## config.mk

```make
export PLATFORM = sky130hd
export DESIGN_NAME = modbus_rtu_master_link
export DESIGN_NICKNAME = d
export VERILOG_FILES = /design/src/design/mrtu_pkg.sv /design/src/design/mrtu_ram.sv /design/src/design/modbus_rtu_master_link.sv
export SDC_FILE = /design/constraint.sdc
export NUM_CORES = 2
export LEC_CHECK = 0
export BUFFER_PORTS_ARGS = -buffer_cell sky130_fd_sc_hd__buf_4
export CELL_PAD_IN_SITES_DETAIL_PLACEMENT = 1
export CELL_PAD_IN_SITES_GLOBAL_PLACEMENT = 2
export CORE_MARGIN = 5
export CORE_UTILIZATION = 45
export DETAILED_ROUTE_END_ITERATION = 10
export HOLD_SLACK_MARGIN = 0.02
export PLACE_DENSITY_LB_ADDON = 0.15
export SLEW_MARGIN = 20
export SYNTH_ARGS = -nofsm -noshare
export SYNTH_HDL_FRONTEND = slang
export SYNTH_SLANG_ARGS = --single-unit
```

## constraint.sdc

```tcl
create_clock -name clk_i -period 12.49 [get_ports clk_i]
set_clock_uncertainty 0.1 [all_clocks]
set_input_delay 3.1225 -clock clk_i [delete_from_list [all_inputs] [get_ports clk_i]]
set_output_delay 3.1225 -clock clk_i [all_outputs]
set_load 0.01 [all_outputs]
```

## src/design/mrtu_pkg.sv

```systemverilog
// Shared types, constants and the CRC-16 helper of the Modbus RTU master link.
`timescale 1ns / 1ps
`default_nettype none
package mrtu_pkg;

  localparam int FRAME_BYTES = 256;
  localparam int FB_AW       = $clog2(FRAME_BYTES);
  localparam logic [8:0]  FRAME_BYTES_W = 9'(FRAME_BYTES);
  localparam logic [15:0] CRC_INIT = 16'hFFFF;
  localparam logic [15:0] CRC_POLY = 16'hA001;
  localparam logic [15:0] TIMER_MAX = 16'hFFFF;
  localparam logic [7:0]  EXC_BIT = 8'h80;
  localparam logic [8:0]  EXC_LEN = 9'd5;
  localparam logic [8:0]  WRITE_LEN = 9'd8;
  localparam logic [8:0]  MIN_LEN = 9'd5;
  localparam logic [8:0]  READ_HDR = 9'd5;
  localparam logic [2:0]  TX_LAST = 3'd7;
  localparam logic [2:0]  TX_CRC_LO = 3'd6;
  localparam logic [2:0]  TX_DATA_END = 3'd5;

  localparam logic [7:0] FN_READ_COILS   = 8'd1;
  localparam logic [7:0] FN_READ_INPUTS  = 8'd4;
  localparam logic [7:0] FN_WRITE_COIL   = 8'd5;
  localparam logic [7:0] FN_WRITE_REG    = 8'd6;
  localparam logic [7:0] FN_WRITE_COILS  = 8'd15;
  localparam logic [7:0] FN_WRITE_REGS   = 8'd16;

  localparam logic REG_GAP_LIMIT = 1'b0;
  localparam logic REG_REQ_LIMIT = 1'b1;

  typedef enum logic [1:0] {
    ACT_SEND = 2'd0,
    ACT_RX   = 2'd1,
    ACT_TICK = 2'd2,
    ACT_READ = 2'd3
  } action_e;

  typedef enum logic [2:0] {
    K_TX_BYTE  = 3'd0,
    K_READ     = 3'd1,
    K_WRITE    = 3'd2,
    K_EXC      = 3'd3,
    K_PASS     = 3'd4,
    K_TIMEOUT  = 3'd5,
    K_REJECT   = 3'd6,
    K_BUF_DATA = 3'd7
  } kind_e;

  typedef struct packed {
    kind_e       kind;
    logic [7:0]  tx_byte;
    logic        last;
    logic [7:0]  server_address;
    logic [6:0]  resp_function;
    logic [15:0] first_value;
    logic [15:0] second_value;
    logic [8:0]  frame_length;
    logic [7:0]  exception_code;
  } result_t;

  function automatic logic [15:0] crc_fold(input logic [15:0] crc, input logic [7:0] b);
    logic [15:0] r;
    r = crc ^ {8'h00, b};
    for (int k = 0; k < 8; k++) begin
      r = r[0] ? ((r >> 1) ^ CRC_POLY) : (r >> 1);
    end
    return r;
  endfunction

endpackage
`default_nettype wire

```

## src/design/mrtu_ram.sv

```systemverilog
// Generic single-write, dual-read RAM with registered read data.
`timescale 1ns / 1ps
`default_nettype none
module mrtu_ram #(
  parameter int WIDTH = 8,
  parameter int DEPTH = 256
) (
  input  wire logic                     clk_i,
  input  wire logic                     we_i,
  input  wire logic [$clog2(DEPTH)-1:0] waddr_i,
  input  wire logic [WIDTH-1:0]         wdata_i,
  input  wire logic                     re_i,
  input  wire logic [$clog2(DEPTH)-1:0] raddr0_i,
  input  wire logic [$clog2(DEPTH)-1:0] raddr1_i,
  output logic      [WIDTH-1:0]         rdata0_o,
  output logic      [WIDTH-1:0]         rdata1_o
);

  logic [WIDTH-1:0] mem [DEPTH];

  always_ff @(posedge clk_i) begin
    if (we_i) begin
      mem[waddr_i] <= wdata_i;
    end
    if (re_i) begin
      rdata0_o <= mem[raddr0_i];
      rdata1_o <= mem[raddr1_i];
    end
  end

endmodule
`default_nettype wire

```

## src/design/modbus_rtu_master_link.sv

```systemverilog
// Top level of the Modbus RTU master link: request framing, response parsing, timers.
// Latency: every result appears in the cycle after its request is accepted; the eight
//   transmit bytes of a send request then follow one per cycle as the sink takes them.
// Throughput: one request per cycle while the output register drains; a send request
//   holds the input until its last byte is out; buffer reads use both frame RAM read ports.
// Reset: asynchronous, active low; clears the timers, the fill count, the running CRC
//   and the output register. The frame RAM is not cleared and needs no clearing pass.
`timescale 1ns / 1ps
`default_nettype none
module modbus_rtu_master_link (
  input  wire logic        clk_i,
  input  wire logic        rst_ni,
  input  wire logic        cfg_we_i,
  input  wire logic [0:0]  cfg_index_i,
  input  wire logic [15:0] cfg_wdata_i,
  input  wire logic        in_valid_i,
  output logic             in_stall_o,
  input  wire logic [1:0]  action_i,
  input  wire logic [7:0]  dest_address_i,
  input  wire logic [7:0]  function_code_i,
  input  wire logic [15:0] start_field_i,
  input  wire logic [15:0] count_field_i,
  input  wire logic [7:0]  rx_byte_i,
  input  wire logic [7:0]  buffer_index_i,
  output logic             out_valid_o,
  input  wire logic        out_stall_i,
  output logic [2:0]       kind_o,
  output logic [7:0]       tx_byte_o,
  output logic             last_o,
  output logic [7:0]       server_address_o,
  output logic [6:0]       resp_function_o,
  output logic [15:0]      first_value_o,
  output logic [15:0]      second_value_o,
  output logic [8:0]       frame_length_o,
  output logic [7:0]       exception_code_o,
  output logic [7:0]       data_byte_o,
  output logic [15:0]      data_word_o
);
  import mrtu_pkg::*;

  // Configuration registers.
  logic [15:0] gap_limit_q, req_limit_q;

  // Receive side state. The first six frame positions are mirrored in flops so
  // the frame decoder never waits for the RAM; the RAM serves buffer reads.
  logic [8:0]  fill_q, fill_d;
  logic [15:0] crc_q, crc_d;
  logic [15:0] gap_q, gap_d;
  logic [15:0] wait_q, wait_d;
  logic        busy_q, busy_d;
  logic [7:0]  req_addr_q, req_addr_d;
  logic [15:0] req_start_q, req_start_d;
  logic [15:0] req_count_q, req_count_d;
  logic [7:0]  sh_q [6];
  logic [7:0]  sh_b [6];

  // Transmit sequencer: a shift line of the six header bytes and a CRC folded
  // one byte per output cycle while the sink takes the bytes.
  logic        tx_active_q;
  logic [2:0]  tx_idx_q;
  logic [7:0]  txf_q [6];
  logic [15:0] txcrc_q;
  logic [15:0] txcrc_step;

  // Output register.
  logic        out_valid_q;
  result_t     out_q, res_d;
  logic        res_load;
  logic        rd_kind_q, rd_oor0_q, rd_oor1_q;

  logic        tx_pending, out_take, in_acc;
  action_e     act;

  assign act        = action_e'(action_i);
  assign tx_pending = tx_active_q && (tx_idx_q != TX_LAST);
  assign out_take   = out_valid_q && !out_stall_i;
  // The input waits only while the output register is occupied and cannot free up.
  assign in_stall_o = out_valid_q && (out_stall_i || tx_pending);
  assign in_acc     = in_valid_i && !in_stall_o;

  // Frame RAM: written with each stored received byte, read for buffer requests.
  logic              ram_we;
  logic [7:0]        ram_q0, ram_q1;
  logic [8:0]        idx_next;
  logic              store_en;
  logic [8:0]        fill_a;

  assign idx_next = {1'b0, buffer_index_i} + 9'd1;
  assign ram_we   = in_acc && (act == ACT_RX) && store_en;

  mrtu_ram #(.WIDTH(8), .DEPTH(FRAME_BYTES)) u_frame_ram (
    .clk_i    (clk_i),
    .we_i     (ram_we),
    .waddr_i  (fill_a[FB_AW-1:0]),
    .wdata_i  (rx_byte_i),
    .re_i     (in_acc && (act == ACT_READ)),
    .raddr0_i (buffer_index_i[FB_AW-1:0]),
    .raddr1_i (idx_next[FB_AW-1:0]),
    .rdata0_o (ram_q0),
    .rdata1_o (ram_q1)
  );

  // Receive path working values.
  logic        gap_clear;
  logic [15:0] crc_a;
  logic [8:0]  fill_b;
  logic [15:0] crc_b;
  logic [15:0] wait_inc;
  logic [7:0]  fn_b;

  assign gap_clear = gap_q > gap_limit_q;
  assign fill_a    = gap_clear ? 9'd0 : fill_q;
  assign crc_a     = gap_clear ? CRC_INIT : crc_q;
  assign store_en  = fill_a < FRAME_BYTES_W;
  assign fill_b    = store_en ? fill_a + 9'd1 : fill_a;
  assign crc_b     = store_en ? crc_fold(crc_a, rx_byte_i) : crc_a;
  assign wait_inc  = (wait_q == TIMER_MAX) ? wait_q : wait_q + 16'd1;
  assign txcrc_step = crc_fold(txcrc_q, txf_q[0]);

  always_comb begin
    for (int k = 0; k < 6; k++) begin
      sh_b[k] = (store_en && (fill_a == 9'(k))) ? rx_byte_i : sh_q[k];
    end
  end
  assign fn_b = sh_b[1];

  always_comb begin
    logic done, frame_ok, is_exc, is_read, is_write;
    fill_d      = fill_q;
    crc_d       = crc_q;
    gap_d       = gap_q;
    wait_d      = wait_q;
    busy_d      = busy_q;
    req_addr_d  = req_addr_q;
    req_start_d = req_start_q;
    req_count_d = req_count_q;
    res_load    = 1'b0;
    res_d       = '0;
    res_d.last  = 1'b1;
    done        = 1'b0;
    is_exc      = (fn_b & EXC_BIT) != 8'h00;
    is_read     = (fn_b >= FN_READ_COILS) && (fn_b <= FN_READ_INPUTS);
    is_write    = (fn_b == FN_WRITE_COIL) || (fn_b == FN_WRITE_REG) ||
                  (fn_b == FN_WRITE_COILS) || (fn_b == FN_WRITE_REGS);
    frame_ok    = (fill_b >= MIN_LEN) && (sh_b[0] == req_addr_q);
    if (in_acc) begin
      unique case (act)
        ACT_SEND: begin
          res_load = 1'b1;
          if (dest_address_i == 8'h00) begin
            res_d.kind = K_REJECT;
          end else begin
            res_d.kind    = K_TX_BYTE;
            res_d.tx_byte = dest_address_i;
            res_d.last    = 1'b0;
            req_addr_d    = dest_address_i;
            req_start_d   = start_field_i;
            req_count_d   = count_field_i;
            busy_d        = 1'b1;
            wait_d        = 16'd0;
          end
        end
        ACT_RX: begin
          gap_d  = 16'd0;
          fill_d = fill_b;
          crc_d  = crc_b;
          if (frame_ok) begin
            if (is_exc) begin
              done = fill_b == EXC_LEN;
            end else if (is_read) begin
              done = fill_b == ({1'b0, sh_b[2]} + READ_HDR);
            end else if (is_write) begin
              done = fill_b == WRITE_LEN;
            end else begin
              fill_d = 9'd0;
              crc_d  = CRC_INIT;
            end
          end
          if (done) begin
            fill_d               = 9'd0;
            crc_d                = CRC_INIT;
            res_d.server_address = sh_b[0];
            res_d.resp_function  = fn_b[6:0];
            res_d.frame_length   = fill_b;
            if (!busy_q) begin
              res_load   = 1'b1;
              res_d.kind = K_PASS;
            end else if (crc_b == 16'h0000) begin
              res_load = 1'b1;
              busy_d   = 1'b0;
              if (is_exc) begin
                res_d.kind           = K_EXC;
                res_d.exception_code = sh_b[2];
              end else if (is_read) begin
                res_d.kind         = K_READ;
                res_d.first_value  = req_start_q;
                res_d.second_value = req_count_q;
              end else begin
                res_d.kind         = K_WRITE;
                res_d.first_value  = {sh_b[2], sh_b[3]};
                res_d.second_value = {sh_b[4], sh_b[5]};
              end
            end
          end
        end
        ACT_TICK: begin
          gap_d = (gap_q == TIMER_MAX) ? gap_q : gap_q + 16'd1;
          if (busy_q) begin
            wait_d = wait_inc;
            if (wait_inc > req_limit_q) begin
              busy_d               = 1'b0;
              fill_d               = 9'd0;
              crc_d                = CRC_INIT;
              res_load             = 1'b1;
              res_d.kind           = K_TIMEOUT;
              res_d.server_address = req_addr_q;
            end
          end
        end
        ACT_READ: begin
          res_load   = 1'b1;
          res_d.kind = K_BUF_DATA;
        end
        default: ;
      endcase
    end
  end

  always_ff @(posedge clk_i or negedge rst_ni) begin
    if (!rst_ni) begin
      gap_limit_q <= 16'd5;
      req_limit_q <= 16'd1000;
      fill_q      <= 9'd0;
      crc_q       <= CRC_INIT;
      gap_q       <= 16'd0;
      wait_q      <= 16'd0;
      busy_q      <= 1'b0;
      req_addr_q  <= 8'h00;
      req_start_q <= 16'd0;
      req_count_q <= 16'd0;
      tx_active_q <= 1'b0;
      tx_idx_q    <= 3'd0;
      txcrc_q     <= CRC_INIT;
      out_valid_q <= 1'b0;
      out_q       <= '0;
      rd_kind_q   <= 1'b0;
      rd_oor0_q   <= 1'b0;
      rd_oor1_q   <= 1'b0;
    end else begin
      if (cfg_we_i) begin
        unique case (cfg_index_i)
          REG_GAP_LIMIT: gap_limit_q <= cfg_wdata_i;
          REG_REQ_LIMIT: req_limit_q <= cfg_wdata_i;
          default: ;
        endcase
      end
      fill_q      <= fill_d;
      crc_q       <= crc_d;
      gap_q       <= gap_d;
      wait_q      <= wait_d;
      busy_q      <= busy_d;
      req_addr_q  <= req_addr_d;
      req_start_q <= req_start_d;
      req_count_q <= req_count_d;

      if (res_load) begin
        out_valid_q <= 1'b1;
        out_q       <= res_d;
        rd_kind_q   <= res_d.kind == K_BUF_DATA;
        rd_oor0_q   <= {1'b0, buffer_index_i} >= FRAME_BYTES_W;
        rd_oor1_q   <= idx_next >= FRAME_BYTES_W;
        tx_active_q <= res_d.kind == K_TX_BYTE;
        tx_idx_q    <= 3'd0;
        txcrc_q     <= CRC_INIT;
      end else if (out_take && tx_pending) begin
        // Advance to the next frame byte; the header bytes feed the CRC as they go.
        tx_idx_q      <= tx_idx_q + 3'd1;
        out_q.last    <= (tx_idx_q + 3'd1) == TX_LAST;
        if (tx_idx_q <= TX_DATA_END) begin
          txcrc_q <= txcrc_step;
        end
        if (tx_idx_q < TX_DATA_END) begin
          out_q.tx_byte <= txf_q[1];
        end else if ((tx_idx_q + 3'd1) == TX_CRC_LO) begin
          out_q.tx_byte <= txcrc_step[7:0];
        end else begin
          out_q.tx_byte <= txcrc_q[15:8];
        end
      end else if (out_take) begin
        out_valid_q <= 1'b0;
        tx_active_q <= 1'b0;
      end
    end
  end

  // Header shift line and receive mirrors carry payload only.
  always_ff @(posedge clk_i) begin
    if (in_acc && (act == ACT_SEND)) begin
      txf_q[0] <= dest_address_i;
      txf_q[1] <= function_code_i;
      txf_q[2] <= start_field_i[15:8];
      txf_q[3] <= start_field_i[7:0];
      txf_q[4] <= count_field_i[15:8];
      txf_q[5] <= count_field_i[7:0];
    end else if (out_take && tx_pending) begin
      for (int k = 0; k < 5; k++) begin
        txf_q[k] <= txf_q[k+1];
      end
    end
    if (ram_we) begin
      for (int k = 0; k < 6; k++) begin
        sh_q[k] <= sh_b[k];
      end
    end
  end

  logic [7:0] db0, db1;
  assign db0 = (rd_kind_q && !rd_oor0_q) ? ram_q0 : 8'h00;
  assign db1 = (rd_kind_q && !rd_oor1_q) ? ram_q1 : 8'h00;

  assign out_valid_o      = out_valid_q;
  assign kind_o           = out_q.kind;
  assign tx_byte_o        = out_q.tx_byte;
  assign last_o           = out_q.last;
  assign server_address_o = out_q.server_address;
  assign resp_function_o  = out_q.resp_function;
  assign first_value_o    = out_q.first_value;
  assign second_value_o   = out_q.second_value;
  assign frame_length_o   = out_q.frame_length;
  assign exception_code_o = out_q.exception_code;
  assign data_byte_o      = db0;
  assign data_word_o      = {db0, db1};

endmodule
`default_nettype wire

```

==> flow_summary.json <==
{
  "status": "complete, no violations",
  "synth_nets": 6055,
  "drt_iter0_drc": 7838,
  "via_count": 65100,
  "avgSynthCellArea_sq_um": 19.2,
  "crit_family": "compound AO/OA/AOI/OAI gates",
  "cts_buffer_depth": 4,
  "synth_edf_count": 2160,
  "vias_per_cell": 6.73,
  "whs_ns": 0.383,
  "slew_headroom_pct": 17.6,
  "critPathCaptureType": "register",
  "antenna_found_initial": 31,
  "coreArea_sq_um": 251000,
  "cp_max_fo": 40,
  "rsz0062_at_grt": "false",
  "ant_nets": 0,
  "cts.clk_slew.worst_paths_ns": 0.06,
  "cp-start-kind": "register",
  "ys_warn_count": 0,
  "finalSetupViolCount": 0,
  "io_pins": 190,
  "clkLatencyLatePin_ns": 0.95,
  "synth_top_cell_area_share_pct": 57.2,
  "maxSlewViolCount": 0,
  "first_global_vias": 66400,
  "min_path_type": "register to register",
  "wl_per_cell_um": 37.2,
  "layout_common_cells": "2160 x edfxtp_1, 1360 x mux4_2, 329 x buf_4",
  "worstSetupPathType": "register to register",
  "grt_first_pass_wirelength_um": 511000,
  "post_cts_buffers": 0,
  "grt_overflow": 0,
  "synth-main-ff-cell": "edfxtp_1",
  "cts_tree": "done",
  "fmax_ghz": 0.115,
  "hold_buffers": 0,
  "areaGrowthSynthToFinish_pct": 12.8,
  "dieHeight_um": 512,
  "clock_sinks": 2389,
  "cts_root_buffer": "clkbuf_16",
  "ctsHtreeMaxLevel": 5,
  "die_area_sq_um": 262000,
  "yosys_register_bits": 2389,
  "worstPathArrival_ns": 9.39,
  "rows": 184,
  "cap_violations": 0,
  "syn_area_sq_um": 113000,
  "dr.pass1.iters": 6,
  "start_util_pct": 45.2,
  "track_usage_pct": 27.1,
  "async_flop_share_pct": 9.59,
  "cts_resized": 0,
  "hpwl_um": 228000,
  "p_per_area_nw_per_um2": 158,
  "final_layout_size_suffix_gt1_share_pct": 36.6,
  "slowest_stage": "or2_2",
  "power_leakage_nw": 41.4,
  "worst_pin_slew_ns": 1.24,
  "finalWirelength_um": 359000,
  "die-width_um": 512,
  "final_util_pct": 50.9,
  "slowest_delay_ns": 0.88,
  "drc": 0,
  "fin_crit_sh_pct": 69.7,
  "period_needed_ns": 8.70,
  "crit_chain": "ha_1 > nand4_1 > or4_1 > or2_2 > o31ai_4 > buf_4 > nand2_1 > inv_1 > ha_1 > inv_1 > a311oi_4 > mux2i_1 > inv_1 > ha_1 > o41ai_1 > o211ai_1 > a2111oi_4 > or2_2 > mux2_1",
  "gp_congestion": 0.825,
  "ys_seq_area_share_pct": 62.3,
  "regToRegSetupSlack_ns": 3.79,
  "yosysTopAreaCell": "edfxtp_1",
  "port_buffers": 189,
  "synthCells": 5916,
  "nFillCells": 22400,
  "required_ns": 13.18,
  "synth_cell_types": 84,
  "grt_max_degree": 166,
  "setup_tns_ns": 0,
  "hold_viol": 0,
  "layout.nets": 6248,
  "place_area_sq_um": 119000,
  "layout_commonest_cell": "edfxtp_1",
  "cp.buffers_inverters": 4,
  "synth_area_leaders": "edfxtp_1 57%, mux4_2 27%, dfrtp_1 4.2%",
  "ir_drop_mv": 0.114,
  "final_area_sq_um": 128000,
  "numCtsBuffers": 280
}
[worst register-to-register path: cells and delay by family (launching register included)]
kind	cells	cell delay [ns]
AOI/OAI and AO/OA	5	2.56
and+or+nand+nor	5	2.43
adders and majority gates	3	1.27
buffers and inverters	4	0.96
muxes	2	0.81
DFF	1	0.41
[cell usage after synthesis, types with 54 or more instances]
cell / n
xnor2_1: 70
nand3_1: 54
dfrtp_1: 189
nand2_1: 300
nor2_1: 355
inv_1: 114
a22o_1: 65
buf_1: 149
mux2i_1: 55
clkbuf_1: 279
o21ai_0: 98
mux2_2: 64
edfxtp_1: 2160
mux4_2: 1360
[sequential cells by signal, indices dropped and copies added (netlist names), 9 cells and up]
signal and count:
sh_q 48, second_value_o 16, gap_limit_q 16, wait_q 16, fill_q 9, txf_q 48
req_start_q 16, req_limit_q 16, first_value_o 16, req_count_q 16, crc_q 16, u_frame_ram.mem 2048
txcrc_q 16, gap_q 16, frame_length_o 9
[final cells by class]
cell class	instances	area, sq um	share of cell area (%)
clock inverters	123	1110	0.869
repair buffers	362	3060	2.39
inverters	115	432	0.337
well taps	3348	4190	3.27
flip-flops and latches	2389	70600	55.2
diodes	13	32.5	0.0254
clock buffers	350	7460	5.83
multi-input cells	2961	41000	32.1
[report_power, final]
part | internal [mW] | total, mW | switching [mW] | leakage, nW
Sequential | 9.00 | 9.20 | 0.193 | 22.3
Clock | 4.59 | 7.85 | 3.26 | 4.19
Combinational | 1.30 | 3.16 | 1.87 | 14.9
[worst paths after layout]
check	start	to	depth (start not counted)
hold / removal	crc_q[14]	crc_q[14]	2
setup reg to reg	gap_q[15]	resp_function_o[3]	19
setup / recovery	gap_q[15]	resp_function_o[3]	19
hold reg to reg	crc_q[14]	crc_q[14]	2
min in group asynchronous	rst_ni	tx_byte_o[0]	1
max in group asynchronous	rst_ni	fill_q[8]	2
[layer usage]
metal / part of all wire, % / GRT usage [%] / up-vias
met5: 0.015 / 0 / -
met4: 3.3 / 8.09 / 8
met3: 9.1 / 6.03 / 583
met2: 47 / 42.6 / 3542
met1: 40 / 38.4 / 35600
li1: - / - / 25300
[cells by family (layout without fill, tap and decap cells)]
family / count (synthesis) / count (layout) / synth area share, %
DFF: 2389 / 2389 / 62.3
muxes: 1497 / 1497 / 28.3
and+or+nand+nor: 914 / 914 / 3.58
buffers and inverters: 566 / 950 / 1.93
AOI/OAI and AO/OA: 384 / 384 / 2.45
xor gates and xnor gates: 115 / 115 / 0.913
adders and majority gates: 51 / 51 / 0.562
other: 0 / 13 / 0
[stage by stage]
step	std cells	setup slack [ns]	power (mW)
after detailed placement	9173	3.71	12.5
final	9661	3.79	20.2
after CTS	9646	3.79	20.3
after global routing	9650	3.30	20.9
after floorplan	5916	4.11	11.3
after global placement	9173	3.89	12.5
(Power assumes the default switching activity.)
